$ cat src/design/obet_pkg.sv
// Package for the order book event tracker: payload structs, codes, sizes.
// No dependencies.
package obet_pkg;

    localparam int MAX_ORDERS = 256;
    localparam int SLOT_W     = $clog2(MAX_ORDERS);
    // slot word: key, side, price, qty
    localparam int ENTRY_W    = 64 + 1 + 31 + 31;

    localparam logic [2:0] CMD_ACCEPTED = 3'd0;
    localparam logic [2:0] CMD_REJECTED = 3'd1;
    localparam logic [2:0] CMD_RESTED   = 3'd2;
    localparam logic [2:0] CMD_PARTIAL  = 3'd3;
    localparam logic [2:0] CMD_TRADE    = 3'd4;
    localparam logic [2:0] CMD_FULL     = 3'd5;
    localparam logic [2:0] CMD_CANCEL   = 3'd6;
    localparam logic [2:0] CMD_UNKNOWN  = 3'd7;

    localparam logic [1:0] ST_APPLIED  = 2'd0;
    localparam logic [1:0] ST_IGNORED  = 2'd1;
    localparam logic [1:0] ST_REJECTED = 2'd2;

    localparam logic [3:0] RS_NONE      = 4'd0;
    localparam logic [3:0] RS_GAP       = 4'd1;
    localparam logic [3:0] RS_UNK_TYPE  = 4'd2;
    localparam logic [3:0] RS_NO_LIQ    = 4'd3;
    localparam logic [3:0] RS_BAD_ORDER = 4'd4;
    localparam logic [3:0] RS_BAD_TRADE = 4'd5;
    localparam logic [3:0] RS_UNK_CONTRA = 4'd6;
    localparam logic [3:0] RS_OVERFILL  = 4'd7;
    localparam logic [3:0] RS_UNK_CANCEL = 4'd8;
    localparam logic [3:0] RS_FULL      = 4'd9;

    localparam logic [30:0] QTY_MAX = 31'h7FFF_FFFF;

    typedef struct packed {
        logic [2:0]         cmd;
        logic [63:0]        seq_num;
        logic [63:0]        order_key;
        logic [63:0]        contra_key;
        logic [63:0]        trade_ident;
        logic [31:0]        instrument;
        logic [1:0]         side_code;
        logic signed [31:0] price;
        logic signed [31:0] remaining_qty;
        logic signed [31:0] trade_qty;
    } t_in_item;

    typedef struct packed {
        logic [1:0]  status;
        logic [3:0]  reason;
        logic        trade_valid;
        logic [63:0] trade_out_ident;
        logic [30:0] best_bid_price;
        logic [30:0] best_bid_qty;
        logic [30:0] best_ask_price;
        logic [30:0] best_ask_qty;
    } t_out_item;

    // controller to datapath
    typedef struct packed {
        logic load;       // capture input item
        logic clr_scan;   // start a table pass
        logic scan_rd;    // issue read of scan index
        logic scan_acc;   // absorb read data of previous index
        logic decide;     // evaluate event after lookup pass
        logic write;      // write back the chosen slot
        logic clr_best;   // start top-of-book pass
        logic best_acc;   // fold read data into best bid/ask
        logic finish;     // build result
    } t_ctl;

    // datapath to controller
    typedef struct packed {
        logic scan_last;  // last index issued
    } t_sts;

endpackage

$ cat src/design/obet_ctrl.sv
// Controller: sequences lookup pass, decision, write-back, best-price pass, output.
// Depends on obet_pkg.
module obet_ctrl import obet_pkg::*; (
    input  logic i_clk,
    input  logic i_rst_n,
    input  logic i_valid,
    output logic o_ready,
    output logic o_valid,
    input  logic i_ready,
    input  t_sts i_sts,
    output t_ctl o_ctl
);
    typedef enum logic [7:0] {
        S_IDLE  = 8'b0000_0001,
        S_LOOK  = 8'b0000_0010,
        S_LTAIL = 8'b0000_0100,
        S_DEC   = 8'b0000_1000,
        S_WR    = 8'b0001_0000,
        S_BEST  = 8'b0010_0000,
        S_BTAIL = 8'b0100_0000,
        S_OUT   = 8'b1000_0000
    } t_state;

    t_state r_state, n_state;
    logic r_ovalid, n_ovalid;
    logic r_rd_d, n_rd_d;
    logic out_free;

    // result register frees when taken, so the next item may start meanwhile
    assign out_free = !r_ovalid || i_ready;
    assign o_ready  = (r_state == S_IDLE);
    assign o_valid  = r_ovalid;

    always_comb begin
        n_state = r_state;
        n_ovalid = r_ovalid && !i_ready;
        o_ctl = '0;
        case (r_state)
            S_IDLE: begin
                if (i_valid) begin
                    o_ctl.load = 1'b1; o_ctl.clr_scan = 1'b1;
                    n_state = S_LOOK;
                end
            end
            S_LOOK: begin
                o_ctl.scan_rd = 1'b1;
                if (i_sts.scan_last) n_state = S_LTAIL;
            end
            S_LTAIL: begin
                o_ctl.scan_acc = 1'b1;
                n_state = S_DEC;
            end
            S_DEC: begin
                o_ctl.decide = 1'b1;
                n_state = S_WR;
            end
            S_WR: begin
                o_ctl.write = 1'b1; o_ctl.clr_scan = 1'b1; o_ctl.clr_best = 1'b1;
                n_state = S_BEST;
            end
            S_BEST: begin
                o_ctl.scan_rd = 1'b1;
                if (i_sts.scan_last) n_state = S_BTAIL;
            end
            S_BTAIL: begin
                o_ctl.best_acc = 1'b1;
                n_state = S_OUT;
            end
            S_OUT: begin
                if (out_free) begin
                    o_ctl.finish = 1'b1; n_ovalid = 1'b1;
                    n_state = S_IDLE;
                end
            end
            default: n_state = S_IDLE;
        endcase
        // read data arrives in the cycle after its index; no accumulate on the first read of a pass
        if (r_state == S_LOOK && r_rd_d) o_ctl.scan_acc = 1'b1;
        if (r_state == S_BEST && r_rd_d) o_ctl.best_acc = 1'b1;
        n_rd_d = o_ctl.scan_rd;
    end

    always_ff @(posedge i_clk) begin
        if (!i_rst_n) begin
            r_state <= S_IDLE;
            r_ovalid <= 1'b0;
            r_rd_d <= 1'b0;
        end else begin
            r_state <= n_state;
            r_ovalid <= n_ovalid;
            r_rd_d <= n_rd_d;
        end
    end
endmodule

$ cat config.mk
export PLATFORM = sky130hd
export DESIGN_NAME = obet_ctrl
export DESIGN_NICKNAME = d
export VERILOG_FILES = /design/src/design/obet_pkg.sv /design/src/design/obet_ctrl.sv
export SDC_FILE = /design/constraint.sdc
export NUM_CORES = 1
export LEC_CHECK = 0
export ABC_AREA = 1
export ABC_CLOCK_PERIOD_IN_PS = 1300
export BUFFER_PORTS_ARGS = -buffer_cell sky130_fd_sc_hd__clkbuf_2
export CORE_MARGIN = 2
export CORE_UTILIZATION = 45
export DETAILED_ROUTE_END_ITERATION = 8
export GPL_TIMING_DRIVEN = 1
export PLACE_DENSITY_LB_ADDON = 0.1
export SYNTH_ARGS = -nofsm -noshare
export SYNTH_HDL_FRONTEND = slang
export SYNTH_SLANG_ARGS = --single-unit
$ cat constraint.sdc
create_clock -name i_clk -period 1.3 [get_ports i_clk]
set_clock_uncertainty 0.2 [all_clocks]
set_input_delay 0.195 -clock i_clk [delete_from_list [all_inputs] [get_ports i_clk]]
set_output_delay 0.195 -clock i_clk [all_outputs]
set_load 0.05 [all_outputs]
==> run metrics, run 1 <==
Avg Cell Area, Syn between 6 and 7 sq um; Post-CTS Hold Fix Bufs 0; placer's final routability congestion estimate 0.8198; buffers added on ports 15; error that halted the flow [ERROR DPL-0038] Utilization greater than 100%, impossible to legalize; worst_ep kind primary output; Synth area leader dfxtp_1; netlist area before placement 629.4 sq um; total CTS buffers 3; Clock Tree Root clkbuf_4; net count of the mapped netlist 103; top-area cell type share of the netlist area between 30% and 40%; initial core utilization 48.37%; last stage reached global routing (5_1_grt); horizontal extent of the die 41.40 um; pin count of the biggest net entering global routing 7; portion of the post-synthesis area used by sequential elements between 30% and 40%; clk buf depth 2; biggest area contributors in the synthesized netlist dfxtp_1 32%, inv_1 12%, nor2_1 9.5%; number of core rows 13; height of the die 41.40 um; CTS H-Tree Depth 1; Ports 16; run status stopped before the end; final worst endpoint reported by repair_timing after global routing o_ctl[5]; count of different cell masters after synthesis 17; number of sinks on the clock net 10; HPWL Detailed 1248 um; instance count of the mapped netlist 98; register bit total from synthesis 10; total number of yosys warnings 0
[timing repair]
action | CTS
gates resized for setup | 41
buffers inserted | 11
setup endpoints to repair | 19
pin swaps | 13
[logic make-up after synthesis]
group | Yosys count | share of synthesized area, %
buf+inv | 27 | 18.29
compound gates | 8 | 6.360
simple gates | 53 | 43.54
flops | 10 | 31.81
[synthesized netlist by cell type (all sizes together)]
cell and count:
nand4 2, a21oi 5, nor2 20, nand3b 3
buf 3, nand2 21, dfxtp 10, inv 24
o21ai 3, nand3 7
[metrics by stage]
step | instance area (sq um) | hold slack (ps) | cells | setup TNS (ps) | setup WS, ps
CTS | 1209 | 9.526 | 153 | -6482 | -526.5
detailed placement | 944.7 | 297.9 | 140 | -3922 | -358.7
global placement | 944.7 | 286.3 | 140 | -3597 | -321.8
floorplan | 772.0 | 103.5 | 98 | -1889 | -265.5
==> run 2, diff against run 1 <==
Settings changed: ABC_CLOCK_PERIOD_IN_PS 1300 to 1700, CORE_AREA from default to 2 2 63 65, CORE_MARGIN 2 to default, CORE_UTILIZATION 45 to default, DIE_AREA from default to 0 0 65 67, PLACE_DENSITY_LB_ADDON 0.1 to 0.15.
Clock period 1.3 ns to 1.7 ns, I/O delays scaled along.
==> run 2 against run 1 <==
The flow now finishes, with violations (negative setup slack). Synthesized area stayed put. Synthesized cell count stayed put.
==> run metrics, run 2 <==
Clock Tree Root clkbuf_8 (was clkbuf_4); CP Capture Type output port; most frequent cell after synthesis inv_1 (unchanged); vias in the first global route 624; Leak slightly above 0.5 nW; pin count of the biggest net entering global routing 7; RR Endpoint r_state[2]; via density per instance 3.713; delay of the slowest cell on the worst path 330 ps; number of sinks on the clock net 10 (unchanged); first-pass GRT wire length 2760 um; total number of yosys warnings 0 (unchanged); net count of the mapped netlist 103 (unchanged); final number of setup-violating endpoints 10; placer's final routability congestion estimate 0.7094 (was 0.8198); total CTS buffers 3 (unchanged); Register Area slightly above 200 sq um; count of final max-slew check failures 0; Post-CTS Hold Fix Bufs 0 (unchanged); Required @ worst endpoint 1240 ps; number of antenna violations at the first check in global routing 0; max capacitance violation total 0; count of different cell masters after synthesis 17 (unchanged); fraction of power consumed by sequential logic 24.5%; Avg Cell Area, Syn 6.422 sq um (unchanged); final worst setup slack -84.49 ps; horizontal extent of the die 65 um (was 41.40 um); headroom to the max-slew limit 81.70%; height of the die 67 um (was 41.40 um); Clk Latency, worst-skew pair about 240 ps; DRT Wirelength 1641 um; number of antenna-violating nets in the routed design 0; register clock-pin slew on the reported worst setup and hold paths approximately 50 ps; buffers added on ports 15 (unchanged); top-area cell type share of the netlist area 31.81% (unchanged); violated checks negative setup slack; share of the core filled with cells in the final layout 28.90%; Post-synth EDFFs 0 (unchanged); total die area 4355 sq um; shortest period the worst path allows 1784 ps; iteration count of the initial detailed-routing pass 3; final routed wire length divided by cell count between 9 and 10 um; number of core rows 22 (was 13); setup repair after global routing missed its margin yes; Max Clk Rate 560.4 MHz; clock tree from TritonCTS done; portion of the post-synthesis area used by sequential elements 31.81% (unchanged); max reg flops 8; Synth async-reset ratio 0% (unchanged); Worst Hold End r_state[5]; setup_tns -435.7 ps; worst endpoint data arrival time 1330 ps; Worst R2R Start r_state[5]; worst slack at placement -28.74 ps (was -358.7 ps); register bit total from synthesis 10 (unchanged); Ant. Diodes 0; area used by multi-input combinational logic 360.3 sq um; area of the placeable core 3606 sq um; hold violation count in the final report 0; initial core utilization 17.45% (was 48.37%); netlist area before placement 629.4 sq um (unchanged); crit-path max FO 4; VDD IR max 0.8425 mV; Cell Count Post-Placement 165 (was 140); GRT Resource Usage Total 8.627%; most common library cell in the layout ignoring fill and taps inv_1; DRC errors left 0; combinational cell fraction of total power 49.4%; clock share of power 26.1%; instance count of the mapped netlist 98 (unchanged); Setup crit start kind flop; ordered list of cells on the worst path nor2_4 -> nand2_4 -> inv_4 -> nand4_1 -> o21ai_2 -> buf_8; Switching Fraction 42.00%; Worst Tran Pin Value 275.7 ps; kind of critical path reg2out; detailed-route via count around 650; P_int 0.6895 mW; HPWL Detailed 1324 um (was 1248 um); register ranked first by flip-flop count r_state; Starting DRT DRC Count 4; reg2reg setup slack around 170 ps; run status finished with violations (was stopped before the end); synth cell count leaders 20 x inv_1, 16 x nor2_1, 15 x nand2_1, 10 x dfxtp_1, 6 x nand3_1 (unchanged); post-route fraction of the period consumed by the critical path 105.0%; residual overflow from global routing 0; number of filler instances in the final layout 402; most frequently used flop master after synthesis dfxtp_1 (unchanged); CTS H-Tree Depth 1 (unchanged); Hold Path Depth 4; worst hold slack after final layout 88.04 ps; min-delay worst type in2reg; number of cell instances on the worst register-to-register path 12; Critical Path Slowest Stage Cell dfxtp_2; Synth area leader dfxtp_1 (unchanged); Nets 132; fin cells 174; commonest non-fill, non-tap cells in the layout 19 x inv_1, 14 x nand2_1, 12 x buf_4; layout-stage area growth over the synthesis result 65.61%; switching power 0.4993 mW; Ports 16 (unchanged); share of layout cells above drive strength 1 50.79%; startpoint of the most critical hold path i_sts; total power divided by cell area 1141 nW/um^2; clk buf depth 2 (unchanged); biggest area contributors in the synthesized netlist dfxtp_1 32%, inv_1 12%, nor2_1 9.5% (unchanged)
-- run 2: cell counts after synthesis --
No cell type changed its count.
-- run 2: worst max-delay path by stage --
stage                     from  endpoint  slack, ps  cells past startpoint
global route        r_state[3]  o_ctl[5]       -170                      7
finish              r_state[6]  o_ctl[5]        -80                      6
detailed placement  r_state[2]  o_ctl[1]        -30                      6
floorplan           r_state[0]  o_ctl[7]        -20                      5
CTS                 r_state[7]  o_ctl[5]       -130                      6
global placement    r_state[2]  o_ctl[1]        -60                      6
-- run 2: metrics by stage --
step           instance area, sq um  total power [mW]
5_1_grt                        1042             1.262
6_report                       1042             1.189
3_5_place_dp                  818.3            0.7703
3_3_place_gp                  818.3            0.7740
2_1_floorplan                 653.1            0.6660
4_1_cts                        1036             1.201
-- run 2: area by class of cell --
class	count	area share, %
clock buffers	4	5.282
inverters	24	8.884
multi-input cells	61	34.57
flip-flops and latches	10	19.93
well taps	48	5.762
repair buffers	27	25.57
-- run 2: cells by family (layout without fill, tap and decap cells) --
| logic type | count (synthesis) | after routing | share of synthesized area (%) |
|---|---|---|---|
| AO/OA/AOI/OAI | 8 | 8 | 6.360 |
| AND/OR/NAND/NOR | 53 | 53 | 43.54 |
| flip-flops | 10 | 10 | 31.81 |
| buffers and inverters | 27 | 55 | 18.29 |
-- run 2: power groups by stage --
stage	clock network [mW]	registers, mW	logic (mW)
finish	0.310	0.292	0.587
global route	0.332	0.294	0.636
CTS	0.317	0.292	0.592
detailed placement	0	0.286	0.484
global placement	0	0.286	0.488
floorplan	0	0.283	0.383
-- run 2: worst max-delay path: cells and delay by family (launching register included) --
| family | cells | cell delay [ps] |
|---|---|---|
| AOI/OAI and AO/OA | 1 | 120 |
| buffers and inverters | 2 | 240 |
| DFF | 1 | 330 |
| and+or+nand+nor | 3 | 400 |
-- run 2: per-layer routing --
metal  track usage (%)  routed length, um  part of all wire [%]
met5                 0                  0                     0
met4             6.383                 36                   2.2
met3             1.014                 58                   3.5
met2             15.08                818                    50
met1             9.606                728                    44
-- run 2: what timing repair did --
item | in CTS | in global routing
pin swaps | 6 | 2
endpoints found under the setup margin | 10 | 10
gates resized for setup | 33 | 4
hold endpoints to repair | 0 | 0
buffers inserted | 5 | 0
Note: power is estimated with default switching activity, not from simulation.
==> run 3, diff against run 2 <==
Settings changed: ABC_AREA 1 to default.
==> run 3 against run 2 <==
The flow still finishes with violations (negative setup slack). Synthesized area decreased by 0.40%. Via count increased by 13%. Critical path depth unchanged. Core utilization increased by 13 points. Critical path type unchanged. Synthesized cell count decreased by 29%. Setup slack got worse by 470 ps. First-iteration DRC count increased to 4.0 times the previous value. Non-clock buffer count increased by 30. Total power increased by 42%. Global-route usage increased by 3.0 points. Cell count decreased by 0.57%. Worst hold slack improved by 7.0 ps.
==> run metrics, run 3 <==
vias in the first global route 796 (was 624); Cell Count Post-Placement 155 (was 165); Required @ worst endpoint 1240 ps (about the same); Worst R2R Start r_state[6] (was r_state[5]); post-route fraction of the period consumed by the critical path 132.5% (was 105.0%); commonest non-fill, non-tap cells in the layout 30 x buf_4, 11 x buf_6, 8 x buf_12 (was 19 x inv_1, 14 x nand2_1, 12 x buf_4); Critical Path Slowest Stage Cell or4_4 (was dfxtp_2); Levels on crit path 6 (unchanged); Clk Latency, worst-skew pair 240 ps (about the same); Synth area leader dfxtp_1 (unchanged); fraction of the mapped netlist area in simple logic gates 42.91% (was 43.54%); pin count of the biggest net entering global routing 7 (unchanged); clock tree from TritonCTS done (unchanged); netlist area before placement 626.9 sq um (was 629.4 sq um); residual overflow from global routing 0 (unchanged); share of layout cells above drive strength 1 75.20% (was 50.79%); most common library cell in the layout ignoring fill and taps buf_4 (was inv_1); total power divided by cell area 1123 nW/um^2 (was 1141 nW/um^2); via density per instance 4.220 (was 3.713); number of antenna-violating nets in the routed design 0 (unchanged); critical path endpoint o_ctl[7] (was o_ctl[5]); Post-CTS Hold Fix Bufs 0 (unchanged); RR Endpoint r_state[0] (was r_state[2]); combinational family with the most area after synthesis simple AND/OR/NAND/NOR gates (unchanged); Max Clk Rate 443.9 MHz (was 560.4 MHz); initial core utilization 17.38% (was 17.45%); Setup crit start kind flop (unchanged); synth cell count leaders 10 x dfxtp_1, 9 x nor2_1, 4 x nand2_1 (was 20 x inv_1, 16 x nor2_1, 15 x nand2_1, 10 x dfxtp_1, 6 x nand3_1); area of the placeable core 3606 sq um (unchanged); total die area 4355 sq um (unchanged); buffers added on ports 15 (unchanged); count of different cell masters after synthesis 35 (was 17); final routed wire length divided by cell count 13.88 um (was 9.431 um); most frequently used flop master after synthesis dfxtp_1 (unchanged); adder-cell area share of the yosys netlist 0% (unchanged); placer's final routability congestion estimate 0.7137 (was 0.7094); detailed-route via count 730 (was 646); Clock Tree Root clkbuf_8 (unchanged); setup repair after global routing missed its margin yes (unchanged); ordered list of cells on the worst path or4_4 -> buf_12 -> nor2_4 -> and2_4 -> or2_4 -> clkbuf_16 (was nor2_4 -> nand2_4 -> inv_4 -> nand4_1 -> o21ai_2 -> buf_8); height of the die 67 um (unchanged); biggest area contributors in the synthesized netlist dfxtp_1 32%, nor2_1 5.4%, xnor2_1 4.2% (was dfxtp_1 32%, inv_1 12%, nor2_1 9.5%); max capacitance violation total 0 (unchanged); post-synthesis mux area share 0% (unchanged); Avg Cell Area, Syn 8.955 sq um (was 6.422 sq um); Nets 131 (was 132); most frequent cell after synthesis dfxtp_1 (was inv_1); register bit total from synthesis 10 (unchanged); min-delay worst type in2reg (unchanged); Starting DRT DRC Count 16 (was 4); crit-path max FO 5 (was 4); register ranked first by flip-flop count r_state (unchanged); GRT Resource Usage Total 11.58% (was 8.627%); CP bufs+invs 2 (unchanged); violated checks negative setup slack (unchanged); VDD IR max 0.4891 mV (was 0.8425 mV); number of filler instances in the final layout 342 (was 402); CP Capture Type output port (unchanged); headroom to the max-slew limit 75.24% (was 81.70%); run status finished with violations (unchanged); number of antenna violations at the first check in global routing 0 (unchanged); count of final max-slew check failures 0 (unchanged); first-pass GRT wire length 3739 um (was 2760 um); Ant. Diodes 0 (unchanged); first element of the critical path r_state[6] (unchanged); number of sinks on the clock net 10 (unchanged); worst endpoint data arrival time 1800 ps (was 1330 ps); portion of the post-synthesis area used by sequential elements 31.94% (was 31.81%); horizontal extent of the die 65 um (unchanged); fin cells 173 (was 174); post-synthesis compound-gate area fraction 12.97% (was 6.362%); DRT Wirelength 2402 um (was 1641 um); CTS H-Tree Depth 1 (unchanged); shortest period the worst path allows 2253 ps (was 1784 ps); Worst Tran Pin Value 370.7 ps (was 275.7 ps); instance count of the mapped netlist 70 (was 98); layout-stage area growth over the synthesis result 139.1% (was 65.61%); final number of setup-violating endpoints 18 (was 10); HPWL Detailed 1632 um (was 1324 um); crit-path leading delay family simple AND/OR/NAND/NOR gates (unchanged); number of core rows 22 (unchanged); Ports 16 (unchanged); reg2reg setup slack -420 ps (was 170 ps); final worst setup slack -552.8 ps (was -84.49 ps); top-area cell type share of the netlist area 31.94% (was 31.81%); iteration count of the initial detailed-routing pass 4 (was 3); clk buf depth 2 (unchanged); kind of critical path reg2out (unchanged); worst hold slack after final layout 95.09 ps (was 88.04 ps); total number of yosys warnings 0 (unchanged); DRC errors left 0 (unchanged); hold violation count in the final report 0 (unchanged); Post-synth EDFFs 0 (unchanged); total CTS buffers 3 (unchanged); XOR/XNOR Fraction of Synth Area 4.192% (was 0%); net count of the mapped netlist 75 (was 103); max reg flops 8 (unchanged); number of cell instances on the worst register-to-register path 6 (was 12); Synth async-reset ratio 0% (unchanged); delay of the slowest cell on the worst path 600 ps (was 330 ps); register clock-pin slew on the reported worst setup and hold paths 50 ps (about the same); Leak 0.6186 nW (was 0.5055 nW)
-- run 3: worst min-delay path by stage --
stage / from / to / slack [ps] / cells after the start
3_3_place_gp: i_rst_n / r_state[5] / 330 / 2
5_1_grt: i_rst_n / r_state[5] / 110 / 2
6_report: i_rst_n / r_state[5] / 100 / 2
4_1_cts: i_rst_n / r_state[5] / 70 / 2
3_5_place_dp: i_rst_n / r_state[5] / 330 / 2
2_1_floorplan: i_rst_n / r_state[5] / 170 / 1
-- run 3: cell families (layout without fill, tap and decap cells) --
| group | count (synthesis) | after routing |
|---|---|---|
| AO/OA/AOI/OAI | 10 | 10 |
| XOR/XNOR | 3 | 3 |
| buffers and inverters | 8 | 63 |
| flip-flops | 10 | 10 |
| AND/OR/NAND/NOR | 39 | 39 |
-- run 3: through the flow --
step                cell area (sq um)  setup WS [ps]  power, mW  utilization (%)  TNS (ps)
finish                           1499         -552.8      1.684            41.57     -7451
global route                     1499         -593.1      1.770            41.57     -8289
CTS                              1365         -563.3      1.559            37.86     -7012
detailed placement               1085         -385.2      1.020            30.08     -4264
global placement                 1085         -359.4      1.016            30.08     -4108
floorplan                       686.9         -615.5     0.7268                -     -3531
-- run 3: routing by layer --
layer	share of wire [%]	wire length (um)	vias to the layer above	track usage [%]
met4	2.4	57	0	6.117
met5	0	0	-	0
met2	50	1198	16	18.94
met3	3.7	89	4	3.041
met1	44	1057	346	13.82
li1	-	-	364	-
-- run 3: repair_timing --
action | CTS | global route
endpoints found under the setup margin | 18 | 18
resized for setup | 29 | 17
buffers inserted | 9 | 5
pin swaps | 11 | 11
cloned | 0 | 0
endpoints found under the hold margin | 0 | 0
-- run 3: final cells by class --
type	count	area, sq um	area share (%)
inverter	2	7.507	0.5008
clock buffer	4	55.05	3.673
sequential	10	205.2	13.69
tap	48	60.06	4.007
timing repair buffer	57	598.1	39.90
multi-input combinational	52	573.1	38.23
-- run 3: report_power, final --
group	switching [mW]	internal, mW
registers	0.0144	0.257
logic	0.503	0.607
clock network	0.0985	0.204
==> run 4, diff against run 3 <==
Settings changed: BUFFER_PORTS_ARGS -buffer_cell sky130_fd_sc_hd__clkbuf_2 to default, DONT_BUFFER_PORTS from default to 1.
==> run 4 against run 3 <==
The run still ends with negative setup slack left. Via count down 7.3%. Global-route usage down 0.78 points. Sequential power up 3%. Cell count down 9.2%. Cell area down 17%. Critical path depth down 2. Wire length down 11%. Count of clock-buffer cells in the layout down 1. Non-clock buffer count down 15. Fmax up 0.59%. Core utilization down 7.2 points. Die area unchanged. Critical path type unchanged. Critical endpoint is now o_ctl[6]. Largest power group unchanged. Highest routed layer unchanged.
==> run metrics, run 4 (synthesized netlist as in run 3, its figures left out) <==
Worst Tran Pin Value 315.8 ps (was 370.7 ps); height of the die 67 um (unchanged); CTS H-Tree Depth 1 (unchanged); shortest period the worst path allows 2240 ps (was 2253 ps); clk buf depth 2 (unchanged); Clock Tree Root clkbuf_8 (unchanged); commonest non-fill, non-tap cells in the layout 30 x buf_4, 7 x dfxtp_1, 6 x buf_6 (was 30 x buf_4, 11 x buf_6, 8 x buf_12); pin count of the biggest net entering global routing 7 (unchanged); most common library cell in the layout ignoring fill and taps buf_4 (unchanged); initial core utilization 17.38% (unchanged); delay of the slowest cell on the worst path 600 ps (about the same); crit-path leading delay family simple AND/OR/NAND/NOR gates (unchanged); Max Clk Rate 446.5 MHz (was 443.9 MHz); Ports 16 (unchanged); Clk Latency, worst-skew pair 240 ps (about the same); Nets 116 (was 131); horizontal extent of the die 65 um (unchanged); residual overflow from global routing 0 (unchanged); hold violation count in the final report 0 (unchanged); placer's final routability congestion estimate 0.7487 (was 0.7137); setup repair after global routing missed its margin yes (unchanged); detailed-route via count 677 (was 730); number of core rows 22 (unchanged); final worst setup slack -539.6 ps (was -552.8 ps); area of the placeable core 3606 sq um (unchanged); number of filler instances in the final layout 368 (was 342); total die area 4355 sq um (unchanged); iteration count of the initial detailed-routing pass 4 (unchanged); area used by multi-input combinational logic 531.8 sq um (was 573.1 sq um); violated checks negative setup slack (unchanged); post-route fraction of the period consumed by the critical path 131.7% (was 132.5%); kind of critical path reg2out (unchanged); buffers added on ports 0 (was 15); share of layout cells above drive strength 1 66.97% (was 75.20%); register clock-pin slew on the reported worst setup and hold paths 50 ps (about the same); run status finished with violations (unchanged); ordered list of cells on the worst path or4_4 -> nor4_2 -> buf_4 -> buf_8 (was or4_4 -> buf_12 -> nor2_4 -> and2_4 -> or2_4 -> clkbuf_16); clock tree from TritonCTS done (unchanged); number of sinks on the clock net 10 (unchanged); total CTS buffers 3 (unchanged); CP Capture Type output port (unchanged); Ant. Diodes 0 (unchanged); worst endpoint data arrival time 1780 ps (was 1800 ps); Required @ worst endpoint 1240 ps (about the same); number of antenna violations at the first check in global routing 0 (unchanged); Starting DRT DRC Count 12 (was 16); finished layout cell area 1240 sq um (was 1499 sq um); post-detailed-placement cell area 987.2 sq um (was 1085 sq um); Setup crit start kind flop (unchanged); final routed wire length divided by cell count 13.67 um (was 13.88 um); max capacitance violation total 0 (unchanged); fin cells 157 (was 173); Leak 0.5022 nW (was 0.6186 nW); headroom to the max-slew limit 78.86% (was 75.24%); HPWL Detailed 1507 um (was 1632 um); reg2reg setup slack -480 ps (was -420 ps); layout-stage area growth over the synthesis result 97.80% (was 139.1%); Register Area 206.4 sq um (was 205.2 sq um); final number of setup-violating endpoints 18 (unchanged); VDD IR max 0.3116 mV (was 0.4891 mV); worst hold slack after final layout 88.92 ps (was 95.09 ps); GRT Resource Usage Total 10.79% (was 11.58%); count of final max-slew check failures 0 (unchanged); via density per instance 4.312 (was 4.220); DRC errors left 0 (unchanged); register ranked first by flip-flop count r_state (unchanged); crit-path max FO 5 (unchanged); total power divided by cell area 1092 nW/um^2 (was 1123 nW/um^2); Cell Count Post-Placement 146 (was 155); Critical Path Slowest Stage Cell or4_4 (unchanged); max reg flops 8 (unchanged); min-delay worst type in2reg (unchanged); vias in the first global route 722 (was 796); CP bufs+invs 2 (unchanged); DRT Wirelength 2146 um (was 2402 um); first-pass GRT wire length 3429 um (was 3739 um); number of antenna-violating nets in the routed design 0 (unchanged)
## run 4: cell count changes in the layout (fill, tap and decap cells not counted), sizes merged
cell | before | now
clkbuf | 12 | 3
buf | 49 | 41
dlygate4sd3 | 0 | 1
## run 4: final cells by class
| type | instances | share of cell area (%) |
|---|---|---|
| Multi-Input combinational cell | 52 | 42.89 |
| Timing Repair Buffer | 42 | 31.69 |
| Sequential cell | 10 | 16.65 |
| Tap cell | 48 | 4.844 |
| Clock buffer | 3 | 3.330 |
| Inverter | 2 | 0.6054 |
## run 4: report_power, final
group / internal, mW / switching [mW] / leakage [nW]
Combinational: 0.410 / 0.414 / 0.398
Clock: 0.155 / 0.0961 / 0.0216
Sequential: 0.256 / 0.0235 / 0.0830
## run 4: worst register-to-register path, cell delays in order, from the launching register on
cell and delay (ps):
dfxtp_2 320, or4_4 600, buf_6 160, buf_4 120
buf_6 110, nor4b_4 300, buf_4 190, nor4b_2 40
## run 4: metal layers
layer / vias up / share of wire, % / global-route usage [%]
met2: 10 / 50 / 17.91
li1: 335 / - / -
met5: - / 0 / 0
met4: 0 / 2.2 / 5.585
met3: 4 / 1.8 / 2.534
met1: 328 / 46 / 12.92
## run 4: final timing paths
| path | from | depth (start not counted) | to |
|---|---|---|---|
| max reg2reg | r_state[6] | 7 | r_state[4] |
| min | i_rst_n | 2 | o_valid |
| max | r_state[6] | 4 | o_ctl[6] |
| min reg2reg | r_state[1] | 2 | r_state[1] |
## run 4: through the flow
step           util [%]  TNS (ps)  worst slack (ps)  power (mW)
2_1_floorplan         -     -3531            -615.5      0.7268
3_3_place_gp      27.38     -3415            -284.9      0.9293
3_5_place_dp      27.38     -3612            -349.3      0.9271
4_1_cts           32.51     -6804            -504.8       1.313
5_1_grt           34.39     -8182            -566.6       1.425
6_report          34.39     -7330            -539.6       1.354
## run 4: what timing repair did
action	CTS	global route
resized for setup	23	9
hold buffers	1	0
endpoints found under the hold margin	3	0
endpoints found under the setup margin	17	18
pin swaps	16	9
cloned	0	0
setup buffers	5	2
